<file path="src/rtl/tgrls_pkg.sv">
// shared types and constants for the thrust gain estimator
// used by every rtl file; depends on nothing
`default_nettype none
package tgrls_pkg;

  localparam int QUEUE_DEPTH = 16;
  localparam int QW = $clog2(QUEUE_DEPTH);
  localparam int CW = $clog2(QUEUE_DEPTH + 1);

  localparam int DIV_NUM_W = 80;
  localparam int DIV_DEN_W = 57;

  localparam logic [1:0] FUNC_PUSH     = 2'd0;
  localparam logic [1:0] FUNC_ESTIMATE = 2'd1;
  localparam logic [1:0] FUNC_RESET    = 2'd2;

  localparam logic [2:0] REG_FORGET   = 3'd0;
  localparam logic [2:0] REG_INIT_G   = 3'd1;
  localparam logic [2:0] REG_INIT_P   = 3'd2;
  localparam logic [2:0] REG_MAX_AGE  = 3'd3;
  localparam logic [2:0] REG_MIN_AGE  = 3'd4;

  localparam logic [17:0] FORGET_RST  = 18'd65405;
  localparam logic [22:0] INIT_G_RST  = 23'd989086;
  localparam logic [23:0] INIT_P_RST  = 24'd1000000;
  localparam logic [19:0] MAX_AGE_RST = 20'd45000;
  localparam logic [19:0] MIN_AGE_RST = 20'd35000;

  localparam logic [22:0] GAIN_MAX = 23'h7FFFFF;

  typedef struct packed {
    logic [1:0]         func;
    logic [31:0]        time_us;
    logic [15:0]        throttle;
    logic signed [23:0] accel_z;
  } in_item_t;

  typedef struct packed {
    logic        updated;
    logic        dropped;
    logic [22:0] gain;
  } out_item_t;

  typedef struct packed {
    logic        push;
    logic        pop;
    logic [31:0] wr_time;
    logic [15:0] wr_thr;
  } fifo_ctrl_t;

  typedef struct packed {
    logic [CW-1:0] count;
    logic          full;
    logic          empty;
  } fifo_stat_t;

endpackage
`default_nettype wire

</file>
<file path="src/rtl/tgrls_div.sv">
// restoring divider, one quotient bit per cycle, shared by gain factor and covariance
// depends on tgrls_pkg
`default_nettype none
module tgrls_div (
  input  wire logic                              clk,
  input  wire logic                              rst,
  input  wire logic                              start,
  input  wire logic [tgrls_pkg::DIV_NUM_W-1:0]   num,
  input  wire logic [tgrls_pkg::DIV_DEN_W-1:0]   den,
  output logic                                   done,
  output logic [tgrls_pkg::DIV_NUM_W-1:0]        quo
);

  localparam int NW = tgrls_pkg::DIV_NUM_W;
  localparam int DW = tgrls_pkg::DIV_DEN_W;
  localparam int SW = $clog2(NW + 1);

  logic [DW-1:0] rem;
  logic [DW-1:0] dvs;
  logic [SW-1:0] steps;
  logic          busy;
  logic [DW:0]   trial;
  logic [DW:0]   diff;
  logic          ge;

  always_comb begin
    trial = {rem, quo[NW-1]};
    diff  = trial - {1'b0, dvs};
    ge    = !diff[DW];
  end

  always_ff @(posedge clk) begin
    if (rst) begin
      busy  <= 1'b0;
      done  <= 1'b0;
      steps <= '0;
    end else begin
      done <= 1'b0;
      if (start) begin
        busy  <= 1'b1;
        steps <= SW'(NW);
        rem   <= '0;
        dvs   <= den;
        quo   <= num;
      end else if (busy) begin
        rem   <= ge ? diff[DW-1:0] : trial[DW-1:0];
        quo   <= {quo[NW-2:0], ge};
        steps <= steps - 1'b1;
        if (steps == SW'(1)) begin
          busy <= 1'b0;
          done <= 1'b1;
        end
      end
    end
  end

endmodule
`default_nettype wire

</file>
<file path="config.mk">
export PLATFORM = sky130hd
export DESIGN_NAME = tgrls_div
export DESIGN_NICKNAME = d
export VERILOG_FILES = /design/src/rtl/tgrls_pkg.sv /design/src/rtl/tgrls_div.sv
export SDC_FILE = /design/constraint.sdc
export NUM_CORES = 1
export LEC_CHECK = 0
export BUFFER_PORTS_ARGS = -buffer_cell sky130_fd_sc_hd__buf_2
export CAP_MARGIN = 25
export CORE_ASPECT_RATIO = 2
export CORE_UTILIZATION = 51
export CTS_CLUSTER_DIAMETER = 200
export DETAILED_ROUTE_END_ITERATION = 8
export PLACE_DENSITY = 0.77
export SETUP_SLACK_MARGIN = 0.05
export SYNTH_ARGS = -nofsm -noshare
export SYNTH_HDL_FRONTEND = slang
export SYNTH_SLANG_ARGS = --single-unit
</file>
<file path="constraint.sdc">
create_clock -name clk -period 8.8 [get_ports clk]
set_input_delay 0.44 -clock clk [delete_from_list [all_inputs] [get_ports clk]]
set_output_delay 0.44 -clock clk [all_outputs]
set_load 0.03 [all_outputs]
</file>
==> flow_summary.ini <==
[floorplanning]
io-pin-count = 221
rows = 78
die_x_um = 109
core_area_mm2 = 0.0226
die_y_um = 217
initial_utilization = 0.519
fp.dieArea_mm2 = 0.0237

[routing]
dr.pass1.iters = 6
ant_nets = 0
route.detailed.drc = 0
vias = 8591
viasPerCell = 5.72
drt-initial-drc-count = 498
totalWireLength_um = 28300
avgRoutedWirePerCell_um = 18.9

[global_routing]
grt_pass1_wl_um = 44700
grt_max_degree = 74
grt_pass1_vias = 9048
grt_antenna_before_repair = 0
grt_overflow = 0
track_usage = 0.246

[synth]
yosysMostFrequentCell = edfxtp_1
synth_top_area_cell = edfxtp_1
yosysWarnings = 0
synth_common_cells = edfxtp_1, nor2_1, mux2_2
synth_area_mm2 = 0.0118
synth-edff-count = 194
synth_top_area_share = 0.496
synthArstFlopShare = 0
synthTopCellsByArea = edfxtp_1, mux2_2, ha_1, mux2i_1, nor2_1
ys_seq_area_frac = 0.511
netlist_instances = 1001
syn-num-nets = 1201
ys.flop_type = edfxtp_1
yosysUniqueCellTypes = 74
syn_avg_cell_area_um2 = 11.7
ys_seq_elements = 203

[critical_path]
crit_path_start_kind = flip-flop
cp.required_ns = 9.04
ff2ff_setup_slack_ns = 4.52
cp_max_fo = 33
crit_arrival_ns = 4.52
criticalPathCategory = reg2reg
end_kind = flip-flop

[final_layout]
fin_nets = 1407
design_area_mm2 = 0.0136
fin_util = 0.601
regArea_mm2 = 0.00601
multi_input_area_mm2 = 0.00519
drive_gt1_frac = 0.305
antenna_cells = 0
n_fill_cell = 1923
synthToLayoutAreaGrowth_pct = 15.9

[flow_run]
maxCapViolCount = 0

[pwr]
p_leak_nw = 5.68
peakVddDrop_mv = 0.170
p_per_area_mw_per_mm2 = 211

[place]
placed_area_mm2 = 0.0130
gp_congestion = 0.947
io_buffers = 220
place_hpwl_um = 21200

[cts]
cts_tree = done
clock-sinks = 203
postCtsSetupBuffers = 0
htreeDepth = 1
clk_latency_ns = 0.51
path_clk_slew_ns = 0.07
cts_hold_repair.buffers = 0
cts_resized = 0
clockBufferDepth = 3
cts_buffers = 21
cts-root-buf = clkbuf_16

[sta]
setup_viol = 0
finalHoldViolCount = 0
timing.hold.ws_ns = 0.0985
clock-skew-final_ns = 0.00922
slew_viol_final = 0
timing.final.crit_share = 0.487
worstMarginPinSlew_ns = 1.04
slew_headroom = 0.305
fmax_mhz = 234
tns_ns = 0
rsz0062_at_grt = no
period_minus_slack_ns = 4.28

[run_status]
status = complete, no violations

[worst_hold_path]
hp-class = in2reg
critical path, cell delays in order, from the launching register on:
cell and delay (ns):
edfxtp_1 0.40, ha_1 0.44, nand2_1 0.14, nor4_1 0.38, o211ai_2 0.17, nand2_2 0.20, o2111ai_4 0.17, a211oi_4 0.30
or3_1 0.32, nand3_4 0.51, buf_4 0.53, nand2_1 0.29, o22ai_1 0.14
placed cells by master (no fill, tap or decap), types with 10 or more instances in the layout:
cell type,netlist,layout
edfxtp_1,194,194
nand3_1,13,13
mux2i_1,43,43
a21oi_1,61,60
xnor2_1,34,34
ha_1,59,59
nor3_1,10,10
clkbuf_16,0,21
o21ai_0,29,29
o21a_1,12,12
inv_1,74,74
mux2_2,79,79
xor2_1,20,20
nand2_1,55,55
buf_2,8,219
a21o_1,24,24
nand4_1,20,20
nor2_1,86,85
area by class of cell:
class,count,share of cell area
Clock inverter,9,0.00698
Timing Repair Buffer,225,0.0838
Tap cell,280,0.0257
Clock buffer,29,0.0408
Sequential cell,203,0.441
Multi-Input combinational cell,681,0.381
Inverter,75,0.0207
registers in the layout, indices dropped and copies added (netlist names):
| signal | flops |
|---|---|
| done | 1 |
| quo | 80 |
| busy | 1 |
| steps | 7 |
| dvs | 57 |
| rem | 57 |
where the power goes:
group	total (W)	internal, W	switching, W
Sequential	0.00121	0.00116	0.0000407
Combinational	0.000802	0.000322	0.000480
Clock	0.000871	0.000501	0.000370
through the flow:
step                total power (W)  cells  worst slack, ns
floorplan                   0.00186   1001            0.108
global placement            0.00201   1464             4.64
detailed placement          0.00202   1464             4.54
CTS                         0.00290   1502             4.54
global route                0.00301   1502             4.28
finish                      0.00288   1502             4.52
worst paths after layout:
path / from / to / depth (start not counted)
worst max-delay path: rem[13] / rem[43] / 12
worst min-delay path: den[31] / dvs[31] / 1
worst max register to register: rem[13] / rem[43] / 12
worst min register to register: steps[1] / steps[1] / 2
kinds of logic (layout without fill, tap and decap cells):
kind of cell	count (synthesis)	after routing	synth area share
AOI/OAI and AO/OA	212	212	0.127
xor gates and xnor gates	54	54	0.0403
adders and majority gates	60	60	0.0645
buffers and inverters	117	338	0.0489
DFF	203	203	0.511
muxes	122	122	0.112
and+or+nand+nor	233	233	0.0959
metal layers:
metal	track usage	vias to the layer above	part of all wire
met5	0	-	0
met4	0.127	0	0.049
met3	0.0454	84	0.060
met2	0.468	317	0.56
met1	0.242	4073	0.34
li1	-	4117	-
No activity file was read; power rests on OpenSTA's default activity.
