==> src/rtl/tgrls_pkg.sv <==
// shared types and constants for the thrust gain estimator
// used by every rtl file; depends on nothing
`default_nettype none
package tgrls_pkg;

  localparam int QUEUE_DEPTH = 16;
  localparam int QW = $clog2(QUEUE_DEPTH);
  localparam int CW = $clog2(QUEUE_DEPTH + 1);

  localparam int DIV_NUM_W = 80;
  localparam int DIV_DEN_W = 57;

  localparam logic [1:0] FUNC_PUSH     = 2'd0;
  localparam logic [1:0] FUNC_ESTIMATE = 2'd1;
  localparam logic [1:0] FUNC_RESET    = 2'd2;

  localparam logic [2:0] REG_FORGET   = 3'd0;
  localparam logic [2:0] REG_INIT_G   = 3'd1;
  localparam logic [2:0] REG_INIT_P   = 3'd2;
  localparam logic [2:0] REG_MAX_AGE  = 3'd3;
  localparam logic [2:0] REG_MIN_AGE  = 3'd4;

  localparam logic [17:0] FORGET_RST  = 18'd65405;
  localparam logic [22:0] INIT_G_RST  = 23'd989086;
  localparam logic [23:0] INIT_P_RST  = 24'd1000000;
  localparam logic [19:0] MAX_AGE_RST = 20'd45000;
  localparam logic [19:0] MIN_AGE_RST = 20'd35000;

  localparam logic [22:0] GAIN_MAX = 23'h7FFFFF;

  typedef struct packed {
    logic [1:0]         func;
    logic [31:0]        time_us;
    logic [15:0]        throttle;
    logic signed [23:0] accel_z;
  } in_item_t;

  typedef struct packed {
    logic        updated;
    logic        dropped;
    logic [22:0] gain;
  } out_item_t;

  typedef struct packed {
    logic        push;
    logic        pop;
    logic [31:0] wr_time;
    logic [15:0] wr_thr;
  } fifo_ctrl_t;

  typedef struct packed {
    logic [CW-1:0] count;
    logic          full;
    logic          empty;
  } fifo_stat_t;

endpackage
`default_nettype wire

==> src/rtl/tgrls_fifo.sv <==
// sample queue: time and throttle store with head pointer and fill count
// depends on tgrls_pkg
`default_nettype none
module tgrls_fifo (
  input  wire logic                  clk,
  input  wire logic                  rst,
  input  wire tgrls_pkg::fifo_ctrl_t ctrl,
  output tgrls_pkg::fifo_stat_t      stat,
  output logic [31:0]                rd_time,
  output logic [15:0]                rd_thr
);

  logic [31:0] times [tgrls_pkg::QUEUE_DEPTH];
  logic [15:0] thrs  [tgrls_pkg::QUEUE_DEPTH];
  logic [tgrls_pkg::QW-1:0] head;
  logic [tgrls_pkg::CW-1:0] count;
  logic [tgrls_pkg::CW:0]   tail_sum;
  logic [tgrls_pkg::CW:0]   tail_wrap;
  logic [tgrls_pkg::QW-1:0] tail;

  always_comb begin
    tail_sum = (tgrls_pkg::CW+1)'(head) + (tgrls_pkg::CW+1)'(count);
    if (tail_sum >= (tgrls_pkg::CW+1)'(tgrls_pkg::QUEUE_DEPTH)) begin
      tail_wrap = tail_sum - (tgrls_pkg::CW+1)'(tgrls_pkg::QUEUE_DEPTH);
    end else begin
      tail_wrap = tail_sum;
    end
    tail = tail_wrap[tgrls_pkg::QW-1:0];
  end

  assign stat.count = count;
  assign stat.full  = (count == tgrls_pkg::CW'(tgrls_pkg::QUEUE_DEPTH));
  assign stat.empty = (count == '0);

  always_ff @(posedge clk) begin
    if (ctrl.push) begin
      times[tail] <= ctrl.wr_time;
      thrs[tail]  <= ctrl.wr_thr;
    end
    rd_time <= times[head];
    rd_thr  <= thrs[head];
  end

  always_ff @(posedge clk) begin
    if (rst) begin
      head  <= '0;
      count <= '0;
    end else if (ctrl.pop) begin
      if (head == tgrls_pkg::QW'(tgrls_pkg::QUEUE_DEPTH - 1)) begin
        head <= '0;
      end else begin
        head <= head + 1'b1;
      end
      count <= count - 1'b1;
    end else if (ctrl.push) begin
      count <= count + 1'b1;
    end
  end

endmodule
`default_nettype wire

==> config.mk <==
export PLATFORM = sky130hd
export DESIGN_NAME = tgrls_fifo
export DESIGN_NICKNAME = d
export VERILOG_FILES = /design/src/rtl/tgrls_pkg.sv /design/src/rtl/tgrls_fifo.sv
export SDC_FILE = /design/constraint.sdc
export NUM_CORES = 1
export LEC_CHECK = 0
export BUFFER_PORTS_ARGS = -buffer_cell sky130_fd_sc_hd__buf_2
export CORE_ASPECT_RATIO = 0.8
export CORE_UTILIZATION = 50
export CTS_CLUSTER_SIZE = 16
export DETAILED_ROUTE_END_ITERATION = 10
export PLACE_DENSITY_LB_ADDON = 0.12
export SLEW_MARGIN = 15
export SYNTH_ARGS = -nofsm -noshare
export SYNTH_HDL_FRONTEND = slang
export SYNTH_SLANG_ARGS = --single-unit
==> constraint.sdc <==
create_clock -name clk -period 5.86 [get_ports clk]
set_input_delay 0.293 -clock clk [delete_from_list [all_inputs] [get_ports clk]]
set_output_delay 0.293 -clock clk [all_outputs]
set_load 0.005 [all_outputs]
==> run metrics <==
Nets 1532; Reg clk slew, reported paths 0.06 ns; max layer used met5; WL met1 29500 µm; Critical Path End Type register; P_sw 0.00278 W; startpoint type of the worst setup path register; clock skew 0.0196 ns; Synthesized Nets 1382; Vias/cell 5.96; Final Setup Violations 0; Fin. Hold Viols 0; Total Power 0.0131 W; Max clock buf depth 3; WL/cell 27.6 µm; worst path arrival time 3.96 ns; Non-Filler Instances 2316; peak supply drop 0.276 mV; all-layer global routing usage 21.3%; First-pass DRT Iterations 5; DR vias 13800; status finished, final reports clean; Initial Util 50.8%; core area 59900 µm²; Synth Instances 1321; share of layout cells above drive strength 1 30.3%; Reg-to-Reg Start head[0]; register area share after synthesis 79.6%; PD cells 376 nW/µm²; Layout area overhead 14.4%; Worst Path Required 6.16 ns; met3 WL 2870 µm; # rows 80; IO buf count 106; DIE HEIGHT 223 µm; Comb power frac 7.1%; total global routing overflow 0; min Tclk post-route 3.66 ns; MaxCap Viol Count 0; Fmax 0.273 GHz; DPL Wire Length 31600 µm; Leak 11.1 nW; Placed Cells 2165; yosys warns 0; post-CTS sizing 0; Yosys reg bits 825; initial drt markers 1068; latest clock arrival within the worst-skew pair 0.63 ns; CTS sink cnt 825; CP Max Fanout 32; Routed WL 63900 µm; fin crit share 62.5%; Cell variety after synth 35; Avg Cell Area, Syn 23.0 µm²; CP startpoint head[0]; initial antenna violation count 2; WS Path Type reg2reg; CTS tree built; post-route setup TNS 0 ns; Slew @ Worst Pin 1.18 ns; Pint 0.0103 W; chip width 278 µm; RSZ-0062 raised after global routing false; fillers 4316; root buf cell clkbuf_16; vias in the first global route 14200; Net Sw Frac 21.3%; Slew Limit Headroom 21.1%; H-Tree Depth 3; post-synthesis instance area 30400 µm²; Clock Power Share 40.5%; Die ar. 61800 µm²; sequential power share 52.4%; first-pass GRT wire length 95000 µm; Residual DRC 0; metal2 WL 30500 µm; gp weighted congestion 0.723; fin. max-slew vios 0; hold path startpoint ctrl[37]; n_diodes 0; largest net degree at the start of global routing 169; ANT nets after route 0; # IOs 107; hold crit path type in2reg; CTS Buf Count 81
## metrics by stage
step / cell area, µm² / setup WS (ns) / utilization [%] / hold WS, ns
4_1_cts: 34800 / 2.09 / 58.1 / 0.000464
6_report: 34800 / 2.20 / 58.1 / 0.0390
3_3_place_gp: 32000 / 2.09 / 53.5 / 0.555
2_1_floorplan: 30400 / 1.76 / - / 0.392
5_1_grt: 34800 / 1.85 / 58.1 / 0.0135
3_5_place_dp: 32000 / 2.10 / 53.5 / 0.577
## path summary, 6_finish.rpt
kind	to	slack, ns	depth (start not counted)
setup / recovery	thrs[0][6]	2.20	5
hold / removal	times[2][21]	0.04	1
setup reg to reg	thrs[0][6]	2.20	5
hold reg to reg	count[4]	0.59	2
## repair_timing
item | 4_1_cts | 5_1_grt
setup buffers | 0 | 0
setup endpoints to repair | 0 | 0
endpoints found under the hold margin | 10 | 0
hold buffers | 2 | 0
## sequential cells by signal (all words and copies together) (netlist names)
signal   flops
times      512
rd_time     32
rd_thr      16
head         4
thrs       256
count        5
## power by group through the flow
stage / clock network (W) / registers (W) / logic (W)
detailed placement: 0 / 0.00699 / 0.000949
global route: 0.00564 / 0.00688 / 0.00101
finish: 0.00530 / 0.00686 / 0.000931
CTS: 0.00541 / 0.00687 / 0.000954
floorplan: 0 / 0.00696 / 0.000549
global placement: 0 / 0.00698 / 0.000940
## Yosys cell counts
cell type | n | area [µm²]
o21ai_0 | 2 | 10.0
clkbuf_1 | 33 | 124
xor2_1 | 4 | 35.0
nand3b_1 | 4 | 30.0
nand2b_1 | 2 | 12.5
fa_1 | 2 | 40.0
and2_1 | 1 | 6.26
nor2b_1 | 2 | 12.5
a311o_1 | 1 | 10.0
edfxtp_1 | 768 | 23100
inv_1 | 2 | 7.51
nand3_1 | 1 | 5.00
nor4bb_1 | 1 | 10.0
nor2_1 | 29 | 109
a22oi_1 | 96 | 721
mux2i_1 | 5 | 50.1
nand2_1 | 53 | 199
nor4_1 | 1 | 6.26
mux4_2 | 192 | 4320
or3b_2 | 1 | 8.76
xnor2_1 | 3 | 26.3
buf_1 | 3 | 11.3
o211ai_1 | 1 | 7.51
or3_1 | 1 | 6.26
buf_4 | 4 | 30.0
nor3b_1 | 1 | 7.51
a21oi_1 | 8 | 40.0
or4_1 | 2 | 15.0
o21ai_1 | 1 | 5.00
buf_6 | 13 | 146
ha_1 | 7 | 87.6
dfxtp_1 | 57 | 1140
a21o_1 | 4 | 30.0
nor3_1 | 1 | 5.00
buf_2 | 15 | 75.1
## cell families after synthesis
logic type               share of synthesized area [%]
AO/OA/AOI/OAI                                     2.71
adder cells (fa/ha/maj)                          0.420
flip-flops                                        79.6
multiplexers                                      14.4
buffers and inverters                             1.30
AND/OR/NAND/NOR                                   1.42
XOR/XNOR                                         0.202
## worst max-delay path, cell delays in order, from the launching register on
cell	delay, ns
dfxtp_4	0.75
ha_1	0.30
fa_1	0.47
or3b_2	0.63
nor2_4	0.83
buf_12	0.34
## layout by cell type (no fill, tap or decap), drive strengths merged, types with 2 or more instances in the layout
| cell | synthesis | final |
|---|---|---|
| xnor2 | 3 | 3 |
| nand2 | 53 | 53 |
| a21oi | 8 | 8 |
| ha | 7 | 7 |
| bufinv | 0 | 8 |
| dlygate4sd3 | 0 | 2 |
| mux4 | 192 | 192 |
| nand2b | 2 | 2 |
| or4 | 2 | 2 |
| dfxtp | 57 | 57 |
| mux2i | 5 | 5 |
| clkbuf | 33 | 126 |
| clkinv | 0 | 12 |
| nor2b | 2 | 2 |
| nor2 | 29 | 29 |
| fa | 2 | 2 |
| o21ai | 3 | 3 |
| xor2 | 4 | 4 |
| nand3b | 4 | 4 |
| a21o | 4 | 4 |
| a22oi | 96 | 96 |
| buf | 35 | 133 |
| inv | 2 | 5 |
| edfxtp | 768 | 768 |
## cell type report
type                            instances  area, µm²  share of cell area (%)
Clock buffer                          126       2390                    6.87
Inverter                                2       7.51                  0.0216
Clock inverter                         23        357                    1.02
Sequential cell                       825      24200                    69.6
Timing Repair Buffer                  135        891                    2.56
Multi-Input combinational cell        426       5960                    17.1
Tap cell                              779        975                    2.80
## metal layers
layer  track usage (%)  vias to the layer above
met2              33.1                      349
met5                 0                        -
met3              3.59                       95
li1                  -                     5905
met1              31.9                     7453
met4              4.69                        2
(Power assumes the default switching activity.)
